===== config.mk =====
export PLATFORM = sky130hd
export DESIGN_NAME = texture_container_header_check_unit
export DESIGN_NICKNAME = d
export VERILOG_FILES = /design/src/hdl/tchc_pkg.sv /design/src/hdl/tchc_parser.sv /design/src/hdl/tchc_result_fifo.sv /design/src/hdl/texture_container_header_check_unit.sv
export SDC_FILE = /design/constraint.sdc
export NUM_CORES = 2
export LEC_CHECK = 0
export BUFFER_PORTS_ARGS = -buffer_cell sky130_fd_sc_hd__clkbuf_2
export CAP_MARGIN = 20
export CORE_MARGIN = 2
export CORE_UTILIZATION = 63
export CTS_CLUSTER_DIAMETER = 50
export DETAILED_ROUTE_END_ITERATION = 10
export PLACE_DENSITY = 0.81
export SYNTH_ARGS = -nofsm -noshare
export SYNTH_HDL_FRONTEND = slang
export SYNTH_HIERARCHICAL = 1
export SYNTH_SLANG_ARGS = --single-unit

===== constraint.sdc =====
create_clock -name aclk -period 39.6 [get_ports aclk]
set_clock_uncertainty 0.15 [all_clocks]
set_input_delay 0 -clock aclk [delete_from_list [all_inputs] [get_ports aclk]]
set_output_delay 0 -clock aclk [all_outputs]
set_load 0.05 [all_outputs]

===== src/hdl/tchc_pkg.sv =====
// shared types, constants and helpers for the texture container header check
// used by tchc_parser, tchc_result_fifo and the top level; no dependencies
`default_nettype none

package tchc_pkg;

    localparam int MAX_LEVELS   = 16;
    localparam int HDR_BYTES    = 80;
    localparam int ENTRY_BYTES  = 24;
    localparam int MAGIC_BYTES  = 12;
    localparam int POS_W        = 10;
    localparam int PHASE_W      = $clog2(ENTRY_BYTES);
    localparam int ENTRY_NUM_W  = 5;
    localparam int FIFO_DEPTH   = 4;

    localparam logic [7:0] MAGIC [MAGIC_BYTES] = '{
        8'hAB, 8'h4B, 8'h54, 8'h58, 8'h20, 8'h32,
        8'h30, 8'hBB, 8'h0D, 8'h0A, 8'h1A, 8'h0A
    };

    localparam logic KIND_LEVEL   = 1'b0;
    localparam logic KIND_SUMMARY = 1'b1;

    localparam logic [3:0] ERR_NONE      = 4'd0;
    localparam logic [3:0] ERR_SHORT_HDR = 4'd1;
    localparam logic [3:0] ERR_MAGIC     = 4'd2;
    localparam logic [3:0] ERR_WIDTH     = 4'd3;
    localparam logic [3:0] ERR_NO_LEVELS = 4'd4;
    localparam logic [3:0] ERR_TOO_MANY  = 4'd5;
    localparam logic [3:0] ERR_SHORT_IDX = 4'd6;
    localparam logic [3:0] ERR_LEVEL     = 4'd7;
    localparam logic [3:0] ERR_DFD       = 4'd8;
    localparam logic [3:0] ERR_KVD       = 4'd9;
    localparam logic [3:0] ERR_SGD       = 4'd10;

    typedef struct packed {
        logic        first_byte;
        logic [31:0] file_size;
        logic [7:0]  data_byte;
    } in_item_t;

    typedef struct packed {
        logic        result_kind;
        logic [3:0]  level_number;
        logic [63:0] level_offset;
        logic [63:0] level_length;
        logic [63:0] level_raw_length;
        logic        header_ok;
        logic [3:0]  error_code;
        logic [31:0] pixel_width;
        logic [31:0] pixel_height;
        logic [31:0] pixel_depth;
        logic [31:0] mip_levels;
        logic [31:0] supercompression_mode;
    } result_t;

    // up to two results per input transaction, r0 first
    typedef struct packed {
        logic [1:0] count;
        result_t    r0;
        result_t    r1;
    } push_t;

    function automatic logic range_bad(input logic [63:0] off, input logic [63:0] len,
                                       input logic [31:0] sz);
        logic [63:0] sz64;
        sz64 = {32'd0, sz};
        return (off > sz64) || (len > sz64 - off);
    endfunction

    function automatic result_t make_summary(input logic [3:0] code,
                                             input logic [31:0] w, input logic [31:0] h,
                                             input logic [31:0] d, input logic [31:0] lv,
                                             input logic [31:0] sc);
        result_t r;
        r = '0;
        r.result_kind          = KIND_SUMMARY;
        r.header_ok            = (code == ERR_NONE);
        r.error_code           = code;
        r.pixel_width          = w;
        r.pixel_height         = h;
        r.pixel_depth          = d;
        r.mip_levels           = lv;
        r.supercompression_mode = sc;
        return r;
    endfunction

endpackage

`default_nettype wire


===== src/hdl/tchc_parser.sv =====
// byte-serial header parser: position counter, field shifter, header words
// and level index checks; depends on tchc_pkg
`default_nettype none

module tchc_parser
    import tchc_pkg::*;
(
    input  wire logic     aclk,
    input  wire logic     aresetn,
    input  wire logic     consume,
    input  wire in_item_t in_item,
    output push_t         push
);

    logic [POS_W-1:0]       pos_reg, pos_next, pos_e;
    logic                   finished_reg, finished_next;
    logic [31:0]            size_reg, size_next;
    logic [63:0]            fs_reg, fs_next, fs_e, fs_shift;
    logic [31:0]            hw_reg [9];
    logic [31:0]            hw_next [9];
    logic [31:0]            hw_e [9];
    logic [63:0]            sgd_off_reg, sgd_off_next, sgd_off_e;
    logic [63:0]            sgd_len_reg, sgd_len_next, sgd_len_e;
    logic [63:0]            ent_off_reg, ent_off_next, ent_off_e;
    logic [63:0]            ent_len_reg, ent_len_next, ent_len_e;
    logic [ENTRY_NUM_W-1:0] ent_num_reg, ent_num_next, ent_num_e, ent_num_inc;
    logic [PHASE_W-1:0]     phase_reg, phase_next, phase_e;
    logic                   entry_bad_reg;
    logic [3:0]             trailer_code_reg, trailer_code_next;
    logic                   restart, active;
    logic [7:0]             b;
    logic [31:0]            index_end;

    assign restart  = consume && in_item.first_byte;
    assign active   = consume && (in_item.first_byte || !finished_reg);
    assign b        = in_item.data_byte;

    // state as seen by this byte: a restart clears everything first
    assign pos_e     = restart ? '0 : pos_reg;
    assign fs_e      = restart ? '0 : fs_reg;
    assign sgd_off_e = restart ? '0 : sgd_off_reg;
    assign sgd_len_e = restart ? '0 : sgd_len_reg;
    assign ent_off_e = restart ? '0 : ent_off_reg;
    assign ent_len_e = restart ? '0 : ent_len_reg;
    assign ent_num_e = restart ? '0 : ent_num_reg;
    assign phase_e   = restart ? '0 : phase_reg;

    always_comb begin
        for (int i = 0; i < 9; i++) begin
            hw_e[i] = restart ? 32'd0 : hw_reg[i];
        end
    end

    assign fs_shift    = {b, fs_e[63:8]};
    assign ent_num_inc = ent_num_e + 1'b1;
    assign index_end   = 32'(HDR_BYTES)
                       + 32'(ENTRY_BYTES) * 32'(hw_e[3][$clog2(MAX_LEVELS+1)-1:0]);

    always_comb begin
        pos_next      = pos_e;
        finished_next = restart ? 1'b0 : finished_reg;
        size_next     = restart ? in_item.file_size : size_reg;
        fs_next       = fs_e;
        hw_next       = hw_e;
        sgd_off_next  = sgd_off_e;
        sgd_len_next  = sgd_len_e;
        ent_off_next  = ent_off_e;
        ent_len_next  = ent_len_e;
        ent_num_next  = ent_num_e;
        phase_next    = phase_e;
        push          = '0;

        if (active) begin
            if (restart && (in_item.file_size < 32'(HDR_BYTES))) begin
                push.count    = 2'd1;
                push.r0       = make_summary(ERR_SHORT_HDR, '0, '0, '0, '0, '0);
                finished_next = 1'b1;
            end else begin
                pos_next = pos_e + 1'b1;
                if (pos_e < POS_W'(MAGIC_BYTES)) begin
                    if (b != MAGIC[pos_e[3:0]]) begin
                        push.count    = 2'd1;
                        push.r0       = make_summary(ERR_MAGIC, hw_e[0], hw_e[1], hw_e[2],
                                                     hw_e[3], hw_e[4]);
                        finished_next = 1'b1;
                    end
                end else begin
                    fs_next = fs_shift;
                    if (pos_e < POS_W'(64)) begin
                        // last byte of each 32-bit header field that is kept
                        case (pos_e)
                            10'd23:  hw_next[0] = fs_shift[63:32];
                            10'd27:  hw_next[1] = fs_shift[63:32];
                            10'd31:  hw_next[2] = fs_shift[63:32];
                            10'd43:  hw_next[3] = fs_shift[63:32];
                            10'd47:  hw_next[4] = fs_shift[63:32];
                            10'd51:  hw_next[5] = fs_shift[63:32];
                            10'd55:  hw_next[6] = fs_shift[63:32];
                            10'd59:  hw_next[7] = fs_shift[63:32];
                            10'd63:  hw_next[8] = fs_shift[63:32];
                            default: ;
                        endcase
                    end else if (pos_e < POS_W'(HDR_BYTES)) begin
                        if (pos_e == 10'd71) sgd_off_next = fs_shift;
                        if (pos_e == POS_W'(HDR_BYTES - 1)) begin
                            sgd_len_next = fs_shift;
                            if (hw_e[0] == 32'd0) begin
                                push.count = 2'd1;
                                push.r0    = make_summary(ERR_WIDTH, hw_e[0], hw_e[1],
                                                          hw_e[2], hw_e[3], hw_e[4]);
                            end else if (hw_e[3] == 32'd0) begin
                                push.count = 2'd1;
                                push.r0    = make_summary(ERR_NO_LEVELS, hw_e[0], hw_e[1],
                                                          hw_e[2], hw_e[3], hw_e[4]);
                            end else if (hw_e[3] > 32'(MAX_LEVELS)) begin
                                push.count = 2'd1;
                                push.r0    = make_summary(ERR_TOO_MANY, hw_e[0], hw_e[1],
                                                          hw_e[2], hw_e[3], hw_e[4]);
                            end else if (index_end > size_reg) begin
                                push.count = 2'd1;
                                push.r0    = make_summary(ERR_SHORT_IDX, hw_e[0], hw_e[1],
                                                          hw_e[2], hw_e[3], hw_e[4]);
                            end
                            if (push.count != 2'd0) finished_next = 1'b1;
                        end
                    end else begin
                        phase_next = (phase_e == PHASE_W'(ENTRY_BYTES - 1)) ? '0
                                   : phase_e + 1'b1;
                        if (phase_e == PHASE_W'(7)) begin
                            ent_off_next = fs_shift;
                        end else if (phase_e == PHASE_W'(15)) begin
                            ent_len_next = fs_shift;
                        end else if (phase_e == PHASE_W'(ENTRY_BYTES - 1)) begin
                            if (entry_bad_reg) begin
                                push.count    = 2'd1;
                                push.r0       = make_summary(ERR_LEVEL, hw_e[0], hw_e[1],
                                                             hw_e[2], hw_e[3], hw_e[4]);
                                finished_next = 1'b1;
                            end else begin
                                push.count                = 2'd1;
                                push.r0.result_kind       = KIND_LEVEL;
                                push.r0.level_number      = ent_num_e[3:0];
                                push.r0.level_offset      = ent_off_e;
                                push.r0.level_length      = ent_len_e;
                                push.r0.level_raw_length  = fs_shift;
                                ent_num_next              = ent_num_inc;
                                if ({27'd0, ent_num_inc} >= hw_e[3]) begin
                                    push.count    = 2'd2;
                                    push.r1       = make_summary(trailer_code_reg, hw_e[0],
                                                                 hw_e[1], hw_e[2], hw_e[3],
                                                                 hw_e[4]);
                                    finished_next = 1'b1;
                                end
                            end
                        end
                    end
                end
            end
        end
    end

    // dfd, kvd and sgd checks settle long before the first entry completes
    always_comb begin
        trailer_code_next = ERR_NONE;
        if (hw_reg[6] != 32'd0 && range_bad({32'd0, hw_reg[5]}, {32'd0, hw_reg[6]}, size_reg))
        begin
            trailer_code_next = ERR_DFD;
        end else if (hw_reg[8] != 32'd0
                     && range_bad({32'd0, hw_reg[7]}, {32'd0, hw_reg[8]}, size_reg)) begin
            trailer_code_next = ERR_KVD;
        end else if (sgd_len_reg != 64'd0 && range_bad(sgd_off_reg, sgd_len_reg, size_reg))
        begin
            trailer_code_next = ERR_SGD;
        end
    end

    always_ff @(posedge aclk) begin
        if (!aresetn) begin
            pos_reg      <= '0;
            finished_reg <= 1'b1;
            ent_num_reg  <= '0;
            phase_reg    <= '0;
        end else begin
            pos_reg      <= pos_next;
            finished_reg <= finished_next;
            ent_num_reg  <= ent_num_next;
            phase_reg    <= phase_next;
        end
    end

    always_ff @(posedge aclk) begin
        size_reg         <= size_next;
        fs_reg           <= fs_next;
        hw_reg           <= hw_next;
        sgd_off_reg      <= sgd_off_next;
        sgd_len_reg      <= sgd_len_next;
        ent_off_reg      <= ent_off_next;
        ent_len_reg      <= ent_len_next;
        entry_bad_reg    <= range_bad(ent_off_reg, ent_len_reg, size_reg);
        trailer_code_reg <= trailer_code_next;
    end

    a_pair_order: assert property (@(posedge aclk) disable iff (!aresetn)
        push.count == 2'd2 |-> (push.r0.result_kind == KIND_LEVEL
                                && push.r1.result_kind == KIND_SUMMARY))
        else $error("two results must be a level result then a summary");

    a_summary_stops: assert property (@(posedge aclk) disable iff (!aresetn)
        (push.count == 2'd1 && push.r0.result_kind == KIND_SUMMARY) |=> finished_reg)
        else $error("summary did not end the file");

    a_level_needs_entry: assert property (@(posedge aclk) disable iff (!aresetn)
        (push.count != 2'd0 && push.r0.result_kind == KIND_LEVEL)
        |-> (pos_e >= POS_W'(HDR_BYTES) && !entry_bad_reg))
        else $error("level result outside the level index");

endmodule

`default_nettype wire


===== src/hdl/tchc_result_fifo.sv =====
// four-entry result queue taking up to two results per cycle, one out per cycle while out_ready is high
// depends on tchc_pkg
`default_nettype none

module tchc_result_fifo
    import tchc_pkg::*;
(
    input  wire logic  aclk,
    input  wire logic  aresetn,
    input  wire push_t push,
    output logic       room,
    output logic       out_valid,
    input  wire logic  out_ready,
    output result_t    out_head
);

    localparam int PTR_W = $clog2(FIFO_DEPTH);
    localparam int CNT_W = $clog2(FIFO_DEPTH + 1);

    result_t            mem [FIFO_DEPTH];
    logic [PTR_W-1:0]   wr_ptr_reg, wr_ptr_next, rd_ptr_reg, rd_ptr_next;
    logic [CNT_W-1:0]   count_reg, count_next;
    logic               pop;

    assign out_valid = (count_reg != '0);
    assign out_head  = mem[rd_ptr_reg];
    assign pop       = out_valid && out_ready;
    // room for a worst-case pair, judged on the registered count only
    assign room      = (count_reg <= CNT_W'(FIFO_DEPTH - 2));

    assign wr_ptr_next = wr_ptr_reg + PTR_W'(push.count);
    assign rd_ptr_next = rd_ptr_reg + PTR_W'(pop);
    assign count_next  = count_reg + CNT_W'(push.count) - CNT_W'(pop);

    always_ff @(posedge aclk) begin
        if (!aresetn) begin
            wr_ptr_reg <= '0;
            rd_ptr_reg <= '0;
            count_reg  <= '0;
        end else begin
            wr_ptr_reg <= wr_ptr_next;
            rd_ptr_reg <= rd_ptr_next;
            count_reg  <= count_next;
        end
    end

    always_ff @(posedge aclk) begin
        if (push.count != 2'd0) mem[wr_ptr_reg] <= push.r0;
        if (push.count == 2'd2) mem[PTR_W'(wr_ptr_reg + 1'b1)] <= push.r1;
    end

    a_no_overflow: assert property (@(posedge aclk) disable iff (!aresetn)
        push.count != 2'd0 |-> (32'(count_reg) + 32'(push.count) <= FIFO_DEPTH))
        else $error("result queue overflow");

    a_pop_step: assert property (@(posedge aclk) disable iff (!aresetn)
        (pop && push.count == 2'd0) |=> count_reg == $past(count_reg) - 1'b1)
        else $error("queue count did not drop on a pop");

endmodule

`default_nettype wire


===== src/hdl/texture_container_header_check_unit.sv =====
// top level of the texture container header check: input register, parser, result queue
// depends on tchc_pkg, tchc_parser and tchc_result_fifo
//
// Feed a container file one byte per transaction with s_tuser set on its first
// byte, which also carries the total file size. The unit accepts one byte per
// clock cycle while the result queue has room; the byte is held in an input
// register and parsed from there, and its results are registered in the queue. Each
// completed level index entry yields a level result (tuser 0), and the file
// ends with one summary (tuser 1) carrying the error code; the last entry gives
// both, level result first. Results wait in a four-entry queue, and input is
// held off only while that queue has fewer than two free slots. After a
// summary, bytes are ignored until the next first byte; a first byte in the
// middle of a file abandons it without a summary.
`default_nettype none

module texture_container_header_check_unit
    import tchc_pkg::*;
(
    input  wire logic         aclk,
    input  wire logic         aresetn,
    input  wire logic         s_tvalid,
    output logic              s_tready,
    input  wire logic [39:0]  s_tdata,   // data_byte[7:0], file_size[39:8]
    input  wire logic         s_tuser,   // first_byte
    output logic              m_tvalid,
    input  wire logic         m_tready,
    // level_number[3:0], level_offset[67:4], level_length[131:68],
    // level_raw_length[195:132], header_ok[196], error_code[200:197],
    // pixel_width[232:201], pixel_height[264:233], pixel_depth[296:265],
    // mip_levels[328:297], supercompression_mode[360:329], zero pad
    output logic [367:0]      m_tdata,
    output logic              m_tuser    // result_kind
);

    logic     in_valid_reg, in_valid_next;
    in_item_t in_item_reg, in_item_next;
    logic     room, consume;
    push_t    push;
    result_t  head;

    assign consume       = in_valid_reg && room;
    assign s_tready      = !in_valid_reg || room;
    assign in_valid_next = (s_tvalid && s_tready) || (in_valid_reg && !consume);
    assign in_item_next  = (s_tvalid && s_tready)
                         ? in_item_t'{first_byte: s_tuser, file_size: s_tdata[39:8],
                                      data_byte: s_tdata[7:0]}
                         : in_item_reg;

    always_ff @(posedge aclk) begin
        if (!aresetn) begin
            in_valid_reg <= 1'b0;
        end else begin
            in_valid_reg <= in_valid_next;
        end
    end

    always_ff @(posedge aclk) begin
        in_item_reg <= in_item_next;
    end

    tchc_parser u_parser (
        .aclk    (aclk),
        .aresetn (aresetn),
        .consume (consume),
        .in_item (in_item_reg),
        .push    (push)
    );

    tchc_result_fifo u_fifo (
        .aclk      (aclk),
        .aresetn   (aresetn),
        .push      (push),
        .room      (room),
        .out_valid (m_tvalid),
        .out_ready (m_tready),
        .out_head  (head)
    );

    assign m_tuser = head.result_kind;
    assign m_tdata = {7'd0, head.supercompression_mode, head.mip_levels, head.pixel_depth,
                      head.pixel_height, head.pixel_width, head.error_code, head.header_ok,
                      head.level_raw_length, head.level_length, head.level_offset,
                      head.level_number};

    a_no_drop: assert property (@(posedge aclk) disable iff (!aresetn)
        (in_valid_reg && !consume) |=> (in_valid_reg && $stable(in_item_reg)))
        else $error("held input transaction was lost");

endmodule

`default_nettype wire

* Yosys cells after proc, flatten, opt, wreduce, memory -nomap -nowiden
Memory sizes are Yosys's and may differ from the RTL's. A register that Yosys moved wholly into a read port is not among the register bits.
Cells that the tools add are included.
** Cells by class
- Add/sub/neg operators :: 13
- $mul :: 1
- Magnitude comparators :: 17
- Equality and inequality tests :: 16
- Muxes and demuxes :: 126
- Bitwise operators :: 1
- Reductions and logical operators :: 30
** Operators with widths (count)
- 364-bit 2-to-1 mux :: 13
- 726-bit 2-to-1 mux :: 5
- 64-bit 2-to-1 mux :: 33
- 362-bit 2-to-1 mux :: 5
- 288-bit 2-to-1 mux :: 4
- 363-bit 2-to-1 mux :: 2
- 32-bit 2-to-1 mux :: 18
- 199-bit 2-to-1 mux :: 1
- 163-bit 2-to-1 mux :: 1
- 32-bit by 64-bit greater-than comparator with 1-bit output :: 2
- 64-bit by 32-bit greater-than comparator with 1-bit output :: 2
- 64-bit greater-than comparator :: 2
- 32-bit by 64-bit subtractor with 64-bit output :: 2
- 32-bit greater-than comparator :: 3
- 5-bit 2-to-1 mux :: 17
- 32-bit by 32-bit subtractor with 33-bit output :: 2
- 32-bit logical NOT :: 2
- 32-bit nonzero test :: 2
- 64-bit nonzero test :: 1
- 10-bit by 6-bit equality test with 1-bit output, second input constant :: 6
- 5-bit by 32-bit >= comparator with 1-bit output :: 1
- 32-bit by 5-bit greater-than comparator with 1-bit output, second input constant :: 1
- 32-bit by 7-bit < comparator with 1-bit output, second input constant :: 1
- 10-bit by 5-bit equality test with 1-bit output, second input constant :: 3
- other kinds (32) :: 75
** Storage, ports and cells
- Bits in registers :: 715
- Bits in writable memories :: 1448
- ROM bits :: 128
- Input bits :: 45
- Output and inout port bits :: 371
- Word-level logic and storage cells :: 235
- Memories kept :: 2
** Memories
- u_fifo.mem :: words 4, width 362, read ports 1, clocked after memory_dff 1, wr ports 2, line tchc_result_fifo.sv:20 : result_t mem [FIFO_DEPTH];
- (no name shown) :: words 16, width 8, read ports 1, clocked after memory_dff 0, wr ports 0, line tchc_parser.sv:81 : if (b != MAGIC[pos_e[3:0]]) begin

* Depth between registers and ports, before layout
- Depth after elaboration :: 26
- Depth in mapped cells :: 31
- Depth with buffers taken out :: 25

* By module
The synthesis kept the hierarchy.
** Modules (own cells, without submodules)
- tchc_result_fifo :: times used 1, cells each 3544, area each 69786.9 um2, seq. area each 43621.8 um2
- tchc_parser :: times used 1, cells each 5037, area each 41015.6 um2, seq. area each 13472.9 um2
- texture_container_header_check_unit :: times used 1, cells each 55, area each 1352.5 um2, seq. area each 1251.2 um2

* Worst setup path before layout
Ideal clock, no wire load.
- Path kind :: flip-flop to flip-flop
- Start point :: register u_fifo.count_reg[0]
- End point :: memory u_fifo/mem[0][0] (netlist bit), enable pin
- Library setup time :: 1.588 ns
- Arrival :: 30.612 ns
- Required time :: 37.862 ns
- Path slack :: 7.250 ns
- Stages on the path, launching flop included :: 28
- Buffers on the path :: 4
- Clock period less this slack :: 32.350 ns
- Cells stage by stage :: dfxtp_1 -> a21oi_1 -> and2_2 -> nand2_1 -> inv_2 -> buf_2 -> clkbuf_1 -> clkbuf_1 -> clkbuf_1 -> nor2_1 -> ha_1 -> a31oi_1 -> xnor2_1 -> a21o_1 -> nand2_1 -> nor2_1 -> xnor2_1 -> ha_1 -> a21o_1 -> a21oi_1 -> o211ai_1 -> nand4_1 -> nor2b_1 -> o21ai_2 -> nand2_1 -> a21oi_1 -> o21bai_1 -> o21ai_0
** RTL lines
- from (decl) :: line tchc_result_fifo.sv:22 : logic [CNT_W-1:0] count_reg, count_next;
- from (signal assigned) :: line tchc_result_fifo.sv:43 : count_reg <= count_next;
- to (decl) :: line tchc_result_fifo.sv:20

==> results.md <==
- Outcome: finished, final reports clean
- Power Total: 5860 uW
- Ranking of synthesized cells by area: edfxtp_1 (41%), dfxtp_1 (11%), mux2_2 (9.5%), mux4_2 (7.3%), mux2_1 (5.0%)
- Largest area contributor in the netlist: edfxtp_1
- Chip width: 426 um
- Post-Synthesis Cells: 8636
- RSZ-0062 raised after global routing: false
- Cts repair resizes: 0
- Max-slew headroom: 22.2%
- Most common cell after layout, fill and taps aside: edfxtp_1
- Fraction of registers with async set/reset: 0%
- GP Congestion: 0.961
- Area of the core: 176000 um2
- Worst hold slack: 0.0639 ns
- DRT iter0 DRCs: 8503
- # rows: 154
- Worst-Skew Late Latency: 0.91 ns
- Worst-margin pin slew: 1.17 ns
- Compound-cell area share of the yosys netlist: 7.54%
- Final number of hold-violating endpoints: 0
- CTS Buf Count: ~220
- Setup CP Type: flop to flop
- H-tree levels: 4
- Critical path fanouts, max: 113
- R2R Setup Slk: roughly 30 ns
- Remaining global-route overflow: 0
- Crit path capture type: flop
- DRC viols: 0
- Period utilization: approximately 26%
- Fin cells: 11500
- Xor and xnor area share after synthesis: 1.59%
- Post-place setup slack: just under 30 ns
- Die Span Y: 426 um
- GR peak layer: met2
- Port bufs: about 410
- Antenna-violating nets left: 0
- Layout cell share with drive strength beyond 1: 25.0%
- Area grow syn2layout: 10.0%
- Worst Hold Class: input port to flop
- TritonCTS clock tree: built
- Detailed Place HPWL: between 150000 and 200000 um
- Synthesized area per cell: 13.0 um2
- Mux contribution to synthesized area: 21.9%
- Main combinational cell family by area after synthesis: multiplexers
- TNS Setup: 0 ns
- Fin worst setup slack: about 30 ns
- Number of global-route vias before repair: 75900
- Routing usage on met3: approximately 6.0%
- Register area share after synthesis: 52.0%
- First-pass GRT wire length: 467000 um
- WP data arrival: 10.52 ns
- Fmax achieved: around 100 MHz
- Final setup viols: 0
- GRT met1 Usage: about 45%
- Crit path top cell by count: buf_4
- DR vias: 75400
- Synth Register Bits: 2154
- Most frequent cells in the layout: edfxtp_1 (1521), mux2_2 (950), dfxtp_1 (630), nor2_1 (532), mux2_1 (498)
- CTS root buf: clkbuf_16
- Inst Count DP: 11000
- Starting density of the core: ~64%
- Sink Count: 2154
- DR pass1 iterations: 6
- Power density cells: roughly 47 nW/um2
- CP Data Required Time: 39.95 ns
- Dominant synthesized flop cell: edfxtp_1
- Slowest cell delay on critical path: 0.92 ns
- Leak pwr: 0.0482 uW
- DR WL/cell: 27.2 um
- Die Area: around 180000 um2
- Post-synth EDFFs: 1521
- Ys Warns: 6
- Initial antenna violation count: 15
- Total track usage: 34.0%
- Max reg flops: 1448
- Crit-path slowest cell: buf_4
- Global-route met2 utilization: between 50% and 60%
- Via density: 6.56
- Tmin final: 10.18 ns
- Simple-gate area share of the yosys netlist: 8.46%
- Mapped cell area: 112000 um2
- Adder-cell share of the synthesized area: 3.97%
- Post-synth cell types: ~100
- Nets@finish: 9339
- VDD IR-drop max: 0.0562 mV
- Worst-case clock buffer depth: 3
- Post-Route WL: 313000 um
- Max_cap viols: 0
- IO Pins: 416
- Worst Setup Start Kind: flop
- Slew Limit Fails: 0
- Clk slew on worst S/H paths: 0.06 ns
- Share of the synthesized area in the top cell type: about two fifths
- Largest net degree at the start of global routing: 180
-- per-layer routing --
layer  part of all wire (%)  wire, um
met5                  0.035       109
met4                    4.9     15300
met1                     38    119000
met2                     48    149000
met3                    9.4     29200
-- what timing repair did --
| action | in CTS | in global routing |
|---|---|---|
| setup endpoints to repair | 0 | 0 |
| hold buffers | 88 | 0 |
| buffers inserted | 0 | 0 |
| endpoints found under the hold margin | 111 | 0 |
-- synthesized netlist by cell type (all sizes together) (16+ instances only) --
library cell / count
a211oi: 16
a21o: 127
a21oi: 179
a22o: 81
a22oi: 342
a31oi: 25
a32o: 19
and2: 440
and3: 50
buf: 491
clkbuf: 289
dfxtp: 633
edfxtp: 1521
ha: 347
inv: 199
mux2: 1448
mux4: 362
nand2: 430
nand2b: 40
nand3: 63
nand4: 74
nor2: 542
nor2b: 25
nor3: 76
nor4: 78
o21a: 20
o21ai: 248
o21bai: 23
o31ai: 45
or3: 24
xnor2: 106
xor2: 93
-- cell families (layout without fill, tap and decap cells) --
kind of cell | count (synthesis) | count (layout)
simple gates | 1898 | 1898
mux | 1816 | 1816
buf+inv | 980 | 1251
compound gates | 1232 | 1232
xor+xnor | 201 | 201
fa+ha+maj | 353 | 353
other cells | 2 | 241
flops | 2154 | 2154
-- worst max-delay path, delay by kind of cell, from the launching register on --
| family | cells | cell delay (ns) |
|---|---|---|
| buffers and inverters | 9 | 5.19 |
| and+or+nand+nor | 9 | 1.52 |
| AOI/OAI and AO/OA | 7 | 1.13 |
| adders and majority gates | 2 | 0.50 |
| xor gates and xnor gates | 2 | 0.45 |
| DFF | 1 | 0.42 |
| muxes | 1 | 0.18 |
-- layout make-up --
| class | instances | area (um2) |
|---|---|---|
| Sequential cell | 2154 | 58400 |
| Timing Repair Buffer | 631 | 4100 |
| Fill cell | 11900 | 53100 |
| Inverter | 200 | 758 |
| Antenna cell | 8 | 20.0 |
| Tap cell | 2340 | 2930 |
| Multi-Input combinational cell | 5733 | 49800 |
| Clock buffer | 303 | 6250 |
| Clock inverter | 117 | 1180 |
-- per-stage QoR --
step | area (um2) | util [%]
after floorplan | 113000 | -
after global placement | 115000 | 65.2
after detailed placement | 115000 | 65.2
after CTS | 123000 | 69.9
after global routing | 123000 | 69.9
final | 123000 | 69.9
-- report_power, final --
part           leakage (uW)  internal [uW]  switching [uW]
Sequential           0.0194           2450            35.9
Clock               0.00364           1200             919
Combinational        0.0251            369             888
Total                0.0482           4020            1840
-- final timing paths --
| path | start | to | cells past startpoint |
|---|---|---|---|
| min reg2reg | in_item_reg[10]$_DFFE_PP_ | u_parser/size_reg[2]$_DFFE_PP_ | 0 |
| max | u_fifo/count_reg[0]$_SDFF_PN0_ | u_fifo/mem[1][177]$_DFFE_PP_ | 30 |
| max reg2reg | u_fifo/count_reg[0]$_SDFF_PN0_ | u_fifo/mem[1][177]$_DFFE_PP_ | 30 |
| min | aresetn | u_fifo/count_reg[2]$_SDFF_PN0_ | 3 |
Power figures use the tool's default switching activity.
